<file path="src/rtl/core/sgsci_pkg.sv">
// ----------------------------------------------------------------------------
// sgsci_pkg
// Shared types, character codes and the version string of the serial pin
// expander command interpreter.
// ----------------------------------------------------------------------------
`default_nettype none

package sgsci_pkg;

    // pin count of the expander and width of the pin fields on the ports
    localparam int NUM_PINS     = 28;
    localparam int PIN_FIELD_W  = 28;
    localparam int PULL_FIELD_W = 2 * PIN_FIELD_W;
    localparam int SEL_W        = 5;
    localparam int IDX_W        = 5;

    // pins handed to the spi bus
    localparam logic [PIN_FIELD_W-1:0] SPI_PIN_MASK = PIN_FIELD_W'(28'h0000E00);

    // command and response characters
    localparam logic [7:0] CH_ZERO  = 8'h30;
    localparam logic [7:0] CH_ONE   = 8'h31;
    localparam logic [7:0] CH_QUERY = 8'h3F;
    localparam logic [7:0] CH_D     = 8'h44;
    localparam logic [7:0] CH_I     = 8'h49;
    localparam logic [7:0] CH_K     = 8'h4B;
    localparam logic [7:0] CH_N     = 8'h4E;
    localparam logic [7:0] CH_O     = 8'h4F;
    localparam logic [7:0] CH_R     = 8'h52;
    localparam logic [7:0] CH_U     = 8'h55;
    localparam logic [7:0] CH_V     = 8'h56;
    localparam logic [7:0] CH_A_LO  = 8'h61;
    localparam logic [7:0] CH_TILDE = 8'h7E;
    localparam logic [7:0] CH_CR    = 8'h0D;
    localparam logic [7:0] CH_LF    = 8'h0A;

    // pull mode codes
    localparam logic [1:0] PULL_NONE = 2'd0;
    localparam logic [1:0] PULL_UP   = 2'd1;
    localparam logic [1:0] PULL_DOWN = 2'd2;

    // version reply length and last character index
    localparam int VERSION_LEN = 25;
    localparam logic [IDX_W-1:0] VERSION_LAST = IDX_W'(VERSION_LEN - 1);

    // parse state of the command stream
    typedef enum logic [2:0] {
        PS_CMD  = 3'b001,
        PS_HIGH = 3'b010,
        PS_LOW  = 3'b100
    } t_parse;

    // interpreter state
    typedef struct packed {
        t_parse                    parse;
        logic [SEL_W-1:0]          sel;
        logic [3:0]                high_nibble;
        logic [PIN_FIELD_W-1:0]    drive;
        logic [PIN_FIELD_W-1:0]    dir;
        logic [PULL_FIELD_W-1:0]   pull;
        logic [PIN_FIELD_W-1:0]    claimed;
        logic                      spi_claimed;
    } t_state;

    // response descriptor of one command
    typedef struct packed {
        logic             is_version;
        logic             silent;
        logic [IDX_W-1:0] last_idx;
        logic [7:0]       c0;
        logic [7:0]       c1;
        logic             spi_go;
        logic [7:0]       spi_byte;
    } t_resp;

    // version string, one character per index
    function automatic logic [7:0] version_char(input logic [IDX_W-1:0] idx);
        logic [7:0] ch;
        case (idx)
            5'd0:    ch = 8'h52;
            5'd1:    ch = 8'h54;
            5'd2:    ch = 8'h6B;
            5'd3:    ch = 8'h2E;
            5'd4:    ch = 8'h47;
            5'd5:    ch = 8'h50;
            5'd6:    ch = 8'h49;
            5'd7:    ch = 8'h4F;
            5'd8:    ch = 8'h20;
            5'd9:    ch = 8'h76;
            5'd10:   ch = 8'h32;
            5'd11:   ch = 8'h2E;
            5'd12:   ch = 8'h31;
            5'd13:   ch = 8'h20;
            5'd14:   ch = 8'h32;
            5'd15:   ch = 8'h30;
            5'd16:   ch = 8'h32;
            5'd17:   ch = 8'h36;
            5'd18:   ch = 8'h2D;
            5'd19:   ch = 8'h30;
            5'd20:   ch = 8'h34;
            5'd21:   ch = 8'h2D;
            5'd22:   ch = 8'h30;
            5'd23:   ch = 8'h37;
            5'd24:   ch = 8'h0A;
            default: ch = 8'h00;
        endcase
        return ch;
    endfunction

endpackage

`default_nettype wire

</file>
<file path="src/rtl/core/sgsci_in_if.sv">
// ----------------------------------------------------------------------------
// sgsci_in_if
// Command channel: one host byte with the sampled pin levels and spi reply.
// ----------------------------------------------------------------------------
`default_nettype none

interface sgsci_in_if;

    logic        valid;
    logic        ready;
    logic [7:0]  rx_byte;
    logic [27:0] pin_levels;
    logic [7:0]  spi_reply;

    modport source (output valid, output rx_byte, output pin_levels, output spi_reply,
                    input ready);
    modport sink (input valid, input rx_byte, input pin_levels, input spi_reply,
                  output ready);

endinterface

`default_nettype wire

</file>
<file path="src/rtl/core/sgsci_out_if.sv">
// ----------------------------------------------------------------------------
// sgsci_out_if
// Response channel: one response character with the pin settings.
// ----------------------------------------------------------------------------
`default_nettype none

interface sgsci_out_if;

    logic        valid;
    logic        ready;
    logic        char_valid;
    logic [7:0]  tx_char;
    logic        last;
    logic [27:0] pin_drive;
    logic [27:0] pin_output_enable;
    logic [55:0] pin_pull;
    logic        spi_owns_pins;
    logic        spi_start;
    logic [7:0]  spi_data;

    modport source (output valid, output char_valid, output tx_char, output last,
                    output pin_drive, output pin_output_enable, output pin_pull,
                    output spi_owns_pins, output spi_start, output spi_data,
                    input ready);
    modport sink (input valid, input char_valid, input tx_char, input last,
                  input pin_drive, input pin_output_enable, input pin_pull,
                  input spi_owns_pins, input spi_start, input spi_data,
                  output ready);

endinterface

`default_nettype wire

</file>
<file path="src/rtl/core/sgsci_decode.sv">
// ----------------------------------------------------------------------------
// sgsci_decode
// Next state and response descriptor for one command byte.
// ----------------------------------------------------------------------------
`default_nettype none

module sgsci_decode
    import sgsci_pkg::*;
(
    input  var t_state                 i_state,
    input  var logic [7:0]             i_rx_byte,
    input  var logic [PIN_FIELD_W-1:0] i_pin_levels,
    input  var logic [7:0]             i_spi_reply,
    output t_state                     o_state,
    output t_resp                      o_resp
);

    // hex digit value, anything but a decimal digit maps to (c - 0x37) mod 16
    function automatic logic [3:0] hex_value(input logic [7:0] c);
        logic [3:0] v;
        if (c >= CH_ZERO && c <= 8'h39) begin
            v = c[3:0];
        end else begin
            v = c[3:0] + 4'd9;
        end
        return v;
    endfunction

    // upper-case hex character of a nibble
    function automatic logic [7:0] hex_char(input logic [3:0] n);
        logic [7:0] ch;
        if (n >= 4'd10) begin
            ch = 8'h37 + {4'd0, n};
        end else begin
            ch = CH_ZERO + {4'd0, n};
        end
        return ch;
    endfunction

    logic [PIN_FIELD_W-1:0] pin_mask;
    logic [SEL_W:0]         sel_inc;
    logic                   is_letter;
    logic                   is_action;
    logic                   level;

    assign pin_mask  = PIN_FIELD_W'(1) << i_state.sel;
    assign sel_inc   = {1'b0, i_state.sel} + (SEL_W+1)'(1);
    assign is_letter = (i_rx_byte >= CH_A_LO)
                       && ({1'b0, i_rx_byte} < 9'(int'(CH_A_LO) + NUM_PINS));
    assign is_action = i_rx_byte inside {CH_ZERO, CH_ONE, CH_I, CH_O, CH_QUERY,
                                         CH_U, CH_D, CH_N};
    assign level     = |(i_pin_levels & pin_mask);

    always_comb begin
        o_state = i_state;
        o_resp  = '{is_version: 1'b0, silent: 1'b1, last_idx: '0, c0: 8'h00,
                    c1: 8'h00, spi_go: 1'b0, spi_byte: 8'h00};

        if (i_rx_byte == CH_V) begin
            // version string, obeyed in every parse state
            o_state.parse     = PS_CMD;
            o_resp.is_version = 1'b1;
            o_resp.silent     = 1'b0;
            o_resp.last_idx   = VERSION_LAST;
        end else if (i_rx_byte == CH_R) begin
            // release every pin and the spi bus
            o_state.sel         = '0;
            o_state.drive       = '0;
            o_state.dir         = '0;
            o_state.pull        = '0;
            o_state.claimed     = '0;
            o_state.spi_claimed = 1'b0;
            o_state.parse       = PS_CMD;
            o_resp.silent       = 1'b0;
            o_resp.last_idx     = IDX_W'(1);
            o_resp.c0           = CH_O;
            o_resp.c1           = CH_K;
        end else begin
            case (i_state.parse)
                PS_HIGH: begin
                    o_state.high_nibble = hex_value(i_rx_byte);
                    o_state.parse       = PS_LOW;
                end
                PS_LOW: begin
                    // take the spi pins back if the bus does not hold them
                    if (!i_state.spi_claimed) begin
                        o_state.drive   = i_state.drive & ~SPI_PIN_MASK;
                        o_state.dir     = i_state.dir & ~SPI_PIN_MASK;
                        o_state.claimed = i_state.claimed & ~SPI_PIN_MASK;
                        for (int i = 0; i < PIN_FIELD_W; i++) begin
                            if (SPI_PIN_MASK[i]) begin
                                o_state.pull[2*i +: 2] = PULL_NONE;
                            end
                        end
                        o_state.spi_claimed = 1'b1;
                    end
                    o_state.parse   = PS_CMD;
                    o_resp.spi_go   = 1'b1;
                    o_resp.spi_byte = {i_state.high_nibble, hex_value(i_rx_byte)};
                    o_resp.silent   = 1'b0;
                    o_resp.last_idx = IDX_W'(1);
                    o_resp.c0       = hex_char(i_spi_reply[7:4]);
                    o_resp.c1       = hex_char(i_spi_reply[3:0]);
                end
                default: begin
                    o_state.parse = PS_CMD;
                    if (is_letter) begin
                        o_state.sel = SEL_W'(i_rx_byte - CH_A_LO);
                    end else if (is_action) begin
                        // claim the selected pin as a gpio
                        if (!(|(i_state.claimed & pin_mask))) begin
                            if (|(pin_mask & SPI_PIN_MASK)) begin
                                o_state.spi_claimed = 1'b0;
                            end
                            o_state.claimed = i_state.claimed | pin_mask;
                        end
                        case (i_rx_byte)
                            CH_ZERO: o_state.drive = i_state.drive & ~pin_mask;
                            CH_ONE:  o_state.drive = i_state.drive | pin_mask;
                            CH_O:    o_state.dir   = i_state.dir | pin_mask;
                            CH_I:    o_state.dir   = i_state.dir & ~pin_mask;
                            CH_U, CH_D, CH_N: begin
                                for (int i = 0; i < PIN_FIELD_W; i++) begin
                                    if (pin_mask[i]) begin
                                        o_state.pull[2*i +: 2] =
                                            (i_rx_byte == CH_U) ? PULL_UP :
                                            (i_rx_byte == CH_D) ? PULL_DOWN : PULL_NONE;
                                    end
                                end
                            end
                            CH_QUERY: begin
                                o_resp.silent   = 1'b0;
                                o_resp.last_idx = IDX_W'(3);
                                o_resp.c0       = CH_A_LO + {3'd0, i_state.sel};
                                o_resp.c1       = level ? CH_ONE : CH_ZERO;
                            end
                            default: ;
                        endcase
                        // advance the selection with wrap
                        if (sel_inc >= (SEL_W+1)'(NUM_PINS)) begin
                            o_state.sel = '0;
                        end else begin
                            o_state.sel = sel_inc[SEL_W-1:0];
                        end
                    end else if (i_rx_byte == CH_TILDE) begin
                        o_state.parse = PS_HIGH;
                    end
                end
            endcase
        end
    end

endmodule

`default_nettype wire

</file>
<file path="src/rtl/core/serial_gpio_spi_command_interpreter_unit.sv">
// ----------------------------------------------------------------------------
// serial_gpio_spi_command_interpreter_unit
// Host command interpreter of a serial pin expander with spi passthrough.
//
//   channel   direction  content
//   i_cmd     in         host byte, sampled pin levels, spi reply
//   o_rsp     out        response character, last flag, pin settings, spi
//
// A command byte waits in the input register until the last response has
// drained; then its state update and response register are loaded together.
// Each command gives one transfer per response character (one for a silent
// command, 25 for the version string), paced by the character counter.
// The next command is taken into the input register while a response drains.
// Synchronous active-low reset, no clearing pass; stalls on o_rsp
// hold the current character and back up into i_cmd.ready.
// ----------------------------------------------------------------------------
`default_nettype none

module serial_gpio_spi_command_interpreter_unit
    import sgsci_pkg::*;
(
    input  var logic    i_clk,
    input  var logic    i_rst_n,
    sgsci_in_if.sink    i_cmd,
    sgsci_out_if.source o_rsp
);

    // input register
    logic                   r_in_valid;
    logic [7:0]             r_rx_byte;
    logic [PIN_FIELD_W-1:0] r_pin_levels;
    logic [7:0]             r_spi_reply;

    // interpreter state and current response
    t_state                 r_state;
    t_state                 n_state;
    t_resp                  r_resp;
    t_resp                  n_resp;
    logic                   r_rsp_valid;
    logic [IDX_W-1:0]       r_idx;

    logic                   rsp_last;
    logic                   rsp_xfer;
    logic                   load;
    logic [7:0]             list_char;

    sgsci_decode u_decode (
        .i_state      (r_state),
        .i_rx_byte    (r_rx_byte),
        .i_pin_levels (r_pin_levels),
        .i_spi_reply  (r_spi_reply),
        .o_state      (n_state),
        .o_resp       (n_resp)
    );

    // handshake control
    assign rsp_last    = (r_idx == r_resp.last_idx);
    assign rsp_xfer    = r_rsp_valid && o_rsp.ready;
    assign load        = r_in_valid && (!r_rsp_valid || (rsp_xfer && rsp_last));
    assign i_cmd.ready = !r_in_valid || load;

    // input register
    always_ff @(posedge i_clk) begin
        if (!i_rst_n) begin
            r_in_valid <= 1'b0;
        end else if (i_cmd.ready) begin
            r_in_valid <= i_cmd.valid;
        end
    end

    always_ff @(posedge i_clk) begin
        if (i_cmd.ready && i_cmd.valid) begin
            r_rx_byte    <= i_cmd.rx_byte;
            r_pin_levels <= i_cmd.pin_levels;
            r_spi_reply  <= i_cmd.spi_reply;
        end
    end

    // state update and response load, character counter
    always_ff @(posedge i_clk) begin
        if (!i_rst_n) begin
            r_state     <= '{parse: PS_CMD, sel: '0, high_nibble: '0, drive: '0,
                             dir: '0, pull: '0, claimed: '0, spi_claimed: 1'b0};
            r_rsp_valid <= 1'b0;
            r_idx       <= '0;
        end else if (load) begin
            r_state     <= n_state;
            r_rsp_valid <= 1'b1;
            r_idx       <= '0;
        end else if (rsp_xfer) begin
            r_rsp_valid <= !rsp_last;
            r_idx       <= r_idx + IDX_W'(1);
        end
    end

    always_ff @(posedge i_clk) begin
        if (load) begin
            r_resp <= n_resp;
        end
    end

    // character of a short reply
    always_comb begin
        case (r_idx[1:0])
            2'd0:    list_char = r_resp.c0;
            2'd1:    list_char = r_resp.c1;
            2'd2:    list_char = CH_CR;
            default: list_char = CH_LF;
        endcase
    end

    // response outputs
    assign o_rsp.valid             = r_rsp_valid;
    assign o_rsp.char_valid        = !r_resp.silent;
    assign o_rsp.tx_char           = r_resp.silent     ? 8'h00 :
                                     r_resp.is_version ? version_char(r_idx) : list_char;
    assign o_rsp.last              = rsp_last;
    assign o_rsp.pin_drive         = r_state.drive;
    assign o_rsp.pin_output_enable = r_state.dir;
    assign o_rsp.pin_pull          = r_state.pull;
    assign o_rsp.spi_owns_pins     = r_state.spi_claimed;
    assign o_rsp.spi_start         = r_resp.spi_go && (r_idx == '0);
    assign o_rsp.spi_data          = (r_resp.spi_go && (r_idx == '0)) ? r_resp.spi_byte
                                                                       : 8'h00;

endmodule

`default_nettype wire
</file>
<file path="src/flat_wrapper.sv">
// flat-port wrapper written by rule: the top's interface ports become plain ports
module serial_gpio_spi_command_interpreter_unit_flat import sgsci_pkg::*;
  (i_clk, i_rst_n, i_cmd_valid, i_cmd_rx_byte, i_cmd_pin_levels, i_cmd_spi_reply, i_cmd_ready, o_rsp_valid, o_rsp_char_valid, o_rsp_tx_char, o_rsp_last, o_rsp_pin_drive, o_rsp_pin_output_enable, o_rsp_pin_pull, o_rsp_spi_owns_pins, o_rsp_spi_start, o_rsp_spi_data, o_rsp_ready);
  sgsci_in_if i_cmd_i ();
  sgsci_out_if o_rsp_i ();
  input  var logic i_clk;
  input  var logic i_rst_n;
  input wire logic [$bits(i_cmd_i.valid)-1:0] i_cmd_valid;
  input wire logic [$bits(i_cmd_i.rx_byte)-1:0] i_cmd_rx_byte;
  input wire logic [$bits(i_cmd_i.pin_levels)-1:0] i_cmd_pin_levels;
  input wire logic [$bits(i_cmd_i.spi_reply)-1:0] i_cmd_spi_reply;
  output wire logic [$bits(i_cmd_i.ready)-1:0] i_cmd_ready;
  output wire logic [$bits(o_rsp_i.valid)-1:0] o_rsp_valid;
  output wire logic [$bits(o_rsp_i.char_valid)-1:0] o_rsp_char_valid;
  output wire logic [$bits(o_rsp_i.tx_char)-1:0] o_rsp_tx_char;
  output wire logic [$bits(o_rsp_i.last)-1:0] o_rsp_last;
  output wire logic [$bits(o_rsp_i.pin_drive)-1:0] o_rsp_pin_drive;
  output wire logic [$bits(o_rsp_i.pin_output_enable)-1:0] o_rsp_pin_output_enable;
  output wire logic [$bits(o_rsp_i.pin_pull)-1:0] o_rsp_pin_pull;
  output wire logic [$bits(o_rsp_i.spi_owns_pins)-1:0] o_rsp_spi_owns_pins;
  output wire logic [$bits(o_rsp_i.spi_start)-1:0] o_rsp_spi_start;
  output wire logic [$bits(o_rsp_i.spi_data)-1:0] o_rsp_spi_data;
  input wire logic [$bits(o_rsp_i.ready)-1:0] o_rsp_ready;
  assign i_cmd_i.valid = i_cmd_valid;
  assign i_cmd_i.rx_byte = i_cmd_rx_byte;
  assign i_cmd_i.pin_levels = i_cmd_pin_levels;
  assign i_cmd_i.spi_reply = i_cmd_spi_reply;
  assign i_cmd_ready = i_cmd_i.ready;
  assign o_rsp_valid = o_rsp_i.valid;
  assign o_rsp_char_valid = o_rsp_i.char_valid;
  assign o_rsp_tx_char = o_rsp_i.tx_char;
  assign o_rsp_last = o_rsp_i.last;
  assign o_rsp_pin_drive = o_rsp_i.pin_drive;
  assign o_rsp_pin_output_enable = o_rsp_i.pin_output_enable;
  assign o_rsp_pin_pull = o_rsp_i.pin_pull;
  assign o_rsp_spi_owns_pins = o_rsp_i.spi_owns_pins;
  assign o_rsp_spi_start = o_rsp_i.spi_start;
  assign o_rsp_spi_data = o_rsp_i.spi_data;
  assign o_rsp_i.ready = o_rsp_ready;
  serial_gpio_spi_command_interpreter_unit u_core (.i_clk(i_clk), .i_rst_n(i_rst_n), .i_cmd(i_cmd_i), .o_rsp(o_rsp_i));
endmodule
</file>
<file path="config.mk">
export PLATFORM = sky130hd
export DESIGN_NAME = serial_gpio_spi_command_interpreter_unit_flat
export DESIGN_NICKNAME = d
export VERILOG_FILES = /design/src/rtl/core/sgsci_pkg.sv /design/src/rtl/core/sgsci_in_if.sv /design/src/rtl/core/sgsci_out_if.sv /design/src/rtl/core/sgsci_decode.sv /design/src/rtl/core/serial_gpio_spi_command_interpreter_unit.sv /design/src/flat_wrapper.sv
export SDC_FILE = /design/constraint.sdc
export NUM_CORES = 1
export LEC_CHECK = 0
export ABC_AREA = 1
export BUFFER_PORTS_ARGS = -buffer_cell sky130_fd_sc_hd__buf_2
export CAP_MARGIN = 5
export CORE_ASPECT_RATIO = 2
export CORE_MARGIN = 4
export CORE_UTILIZATION = 64
export CTS_BUF_LIST = sky130_fd_sc_hd__clkbuf_8
export DETAILED_ROUTE_END_ITERATION = 10
export PLACE_DENSITY = 0.85
export SLEW_MARGIN = 10
export SYNTH_ARGS = -nofsm -noshare
export SYNTH_HDL_FRONTEND = slang
export SYNTH_SLANG_ARGS = --single-unit
</file>
<file path="constraint.sdc">
create_clock -name i_clk -period 4.2 [get_ports i_clk]
set_clock_uncertainty 0.2 [all_clocks]
set_input_delay 0 -clock i_clk [delete_from_list [all_inputs] [get_ports i_clk]]
set_output_delay 0 -clock i_clk [all_outputs]
set_load 0.02 [all_outputs]
</file>
==> reports/results.ini <==
[placed_design]
dp_hpwl_mm=26.7
finalWeightedCongestion=0.998
dpl_cell_area_sq_um=12900
post-place-ws_ns=1.18
io_buffer_count=181

[worst_setup_path]
cp.required_ns=4.43
cp_data_arrival_time_ns=3.63
r2r_slack_ns=0.80
crit_path_start_kind=flop
criticalPathCategory=flop to flop
worst_setup_path_end_kind=flop
worstPathMaxFanout=97

[sta]
hold_viol_final=0
max_freq_mhz=294
setup_violations=0
setup_slack_ns=0.798
maxSlewViolCount=0
timing.final.crit_share_pct=81.0
setup_tns_ns=0
relSlewSlack_pct=24.5
rsz0062_at_grt=false
period_needed_ns=3.40
worst_pin_slew_ns=1.13

[clocking]
clock_latency_ns=0.55
cts_tree=yes
htree_levels=2
clkSinkCount=240
clk_pin_slew_ns=0.08
clockRootBuffer=clkbuf_8
cts_buffers=35
cts_buffer_depth=3

[job]
cap_violations=0

[drt]
wirelength_mm=38.5
vias=12200
dr.pass1.iters=8
vias_per_cell=5.78
drc=0
first_iter_violations=1070
post_drt_wl_per_cell_microns=18.2
drtAntennaViolNets=0

[floorplanning]
coreArea_sq_um=19400
num_rows=72
dieArea_sq_um=22100
die_x_microns=107
die_y_microns=206
initial_core_util_pct=64.9
num_io_pins=182

[final_layout]
drive_above_1_share_pct=15.3
fin_nets=1908
num_antenna_cells=0
area_growth_pct=15.2
design_area_sq_um=14500

[pwr]
peakVddDrop_v=0.000383
power_density_nw_per_um2=322
total_power_mw=4.66
leakage_nw=6.22

[global_routing]
grt_max_degree=98
grt_pass1_vias=12000
grt_use_total_pct=34.5
overflow=0
antenna_found_initial=0
grt_pass1_wl_mm=59.9

[min_path]
hp-class=input port to flop

[run_status]
status=completed

[logic_synthesis]
syn_inst=1675
netlist_area_sq_um=12600
synth_top_area_share_pct=26.6
synth_seq_area_share_pct=44.1
synth_seq_cells=240
synth_area_leader_cell=dfxtp_1
syn_area_per_cell_sq_um=7.50
ys_types=45
synth_area_leaders=dfxtp_1 27%, edfxtp_1 17%, nand2_1 10%
syn_nets=1748
yosysWarnings=0

==> cell type report <==
class	instances	area [sq um]
Inverter	162	608
Clock buffer	37	509
Multi-Input combinational cell	1094	5280
Clock inverter	24	159
Fill cell	1431	4900
Tap cell	259	324
Sequential cell	240	5540
Timing Repair Buffer	302	2060
==> cell families (layout without fill, tap and decap cells) <==
| family | after synthesis | count (layout) | share of synthesized area, % |
|---|---|---|---|
| flops | 240 | 240 | 44.1 |
| compound gates | 356 | 356 | 15.2 |
| simple gates | 704 | 704 | 23.6 |
| xor+xnor | 9 | 9 | 0.627 |
| fa+ha+maj | 25 | 25 | 2.49 |
| buf+inv | 341 | 525 | 14.0 |
==> placed cells by master, fill, tap and decap left out, types with 3 or more instances in the layout <==
cell type / count
buf_4: 27
xor2_1: 8
inv_2: 9
clkinv_2: 6
a21oi_1: 170
nand2_1: 340
dlygate4sd3_1: 93
nand2_2: 3
a211oi_1: 7
dfxtp_1: 167
nand3_1: 73
clkinv_1: 8
ha_1: 25
o21ai_0: 107
clkbuf_8: 37
edfxtp_1: 73
o21a_1: 19
nand4_1: 31
o21ai_1: 29
or2_2: 3
nor3_1: 32
a31oi_1: 3
buf_2: 181
a22o_1: 3
inv_1: 159
nor2_1: 210
o211ai_1: 5
==> registers in the layout (all words and copies together), names as in the netlist, named ones only <==
| name | cells |
|---|---|
| u_core.r_idx | 5 |
| u_core.r_pin_levels | 28 |
| u_core.r_spi_reply | 8 |
| u_core.o_rsp.pin_drive | 28 |
| u_core.r_in_valid | 1 |
| u_core.o_rsp.pin_pull | 56 |
| u_core.o_rsp.valid | 1 |
| u_core.o_rsp.pin_output_enable | 28 |
| u_core.r_state | 40 |
| u_core.o_rsp.spi_owns_pins | 1 |
| u_core.r_resp | 29 |
| u_core.r_rx_byte | 8 |
==> critical path: stages (launching register included) <==
cell and delay [ns]:
edfxtp_1 0.44, inv_1 0.26, ha_1 0.24, inv_1 0.05, nor2_1 0.12, nand2_2 0.18
nand2_1 0.20, inv_2 0.09, nor2_8 0.17, nand4_4 0.15, nor2_4 0.14, buf_12 0.34
nand2_1 0.18, o21ai_0 0.38, nor2_1 0.09
==> cells in the mapped netlist, drive strengths merged <==
library cell  instances
a22oi                 2
xor2                  8
a221oi                2
o31ai                 2
ha                   25
xnor2                 1
a41oi                 1
nor3                 36
o211ai                5
a21oi               171
a211oi                7
edfxtp               73
buf                 138
a31oi                 3
a31o                  1
inv                 161
nor2                214
o21ai               136
a22o                  3
a32o                  1
nand2               343
nand3                75
clkbuf               41
or2                   3
o21a                 19
nand4                32
o2bb2ai               1
o22ai                 2
dfxtp               167
and3                  1
clkinv                1
==> metrics by stage <==
step | instances | util, % | hold WS, ns
floorplan | 1675 | - | -0.101
global placement | 1964 | 66.5 | -0.0226
detailed placement | 1964 | 66.5 | -0.0214
CTS | 2118 | 74.7 | 0.195
global route | 2118 | 74.7 | 0.231
finish | 2118 | 74.7 | 0.238
==> worst paths after layout <==
kind,from,end,cells after the start
setup / recovery,u_core.r_rx_byte[0]$_DFFE_PP_,u_core.o_rsp.pin_pull[55]$_SDFFE_PN0P_,14
hold / removal,i_rst_n,u_core.r_state[145]$_SDFFE_PN0P_,4
setup reg to reg,u_core.r_rx_byte[0]$_DFFE_PP_,u_core.o_rsp.pin_pull[55]$_SDFFE_PN0P_,14
hold reg to reg,u_core.r_state[14]$_SDFFE_PN0P_,u_core.r_state[14]$_SDFFE_PN0P_,2
==> power by group <==
group | switching [mW] | internal [mW] | leakage (nW)
clock | 0.913 | 0.944 | 0.374
sequential | 0.0296 | 2.43 | 2.05
combinational | 0.204 | 0.135 | 3.79
==> timing repair <==
item | CTS | global route
buffers inserted | 0 | 0
hold endpoints to repair | 64 | 0
setup endpoints to repair | 0 | 0
hold buffers | 93 | 0
resized for setup | 0 | 0
==> routing by layer <==
metal  up-vias  share of wire [%]  global-route usage (%)  routed length (microns)
met5         -                  0                       0                        0
met4         0                9.8                    29.4                     3790
li1       5710                  -                       -                        -
met2       696                 51                    62.2                    19700
met1      5577                 32                    32.7                    12200
met3       250                7.2                    6.78                     2790
Power figures use the tool's default switching activity.
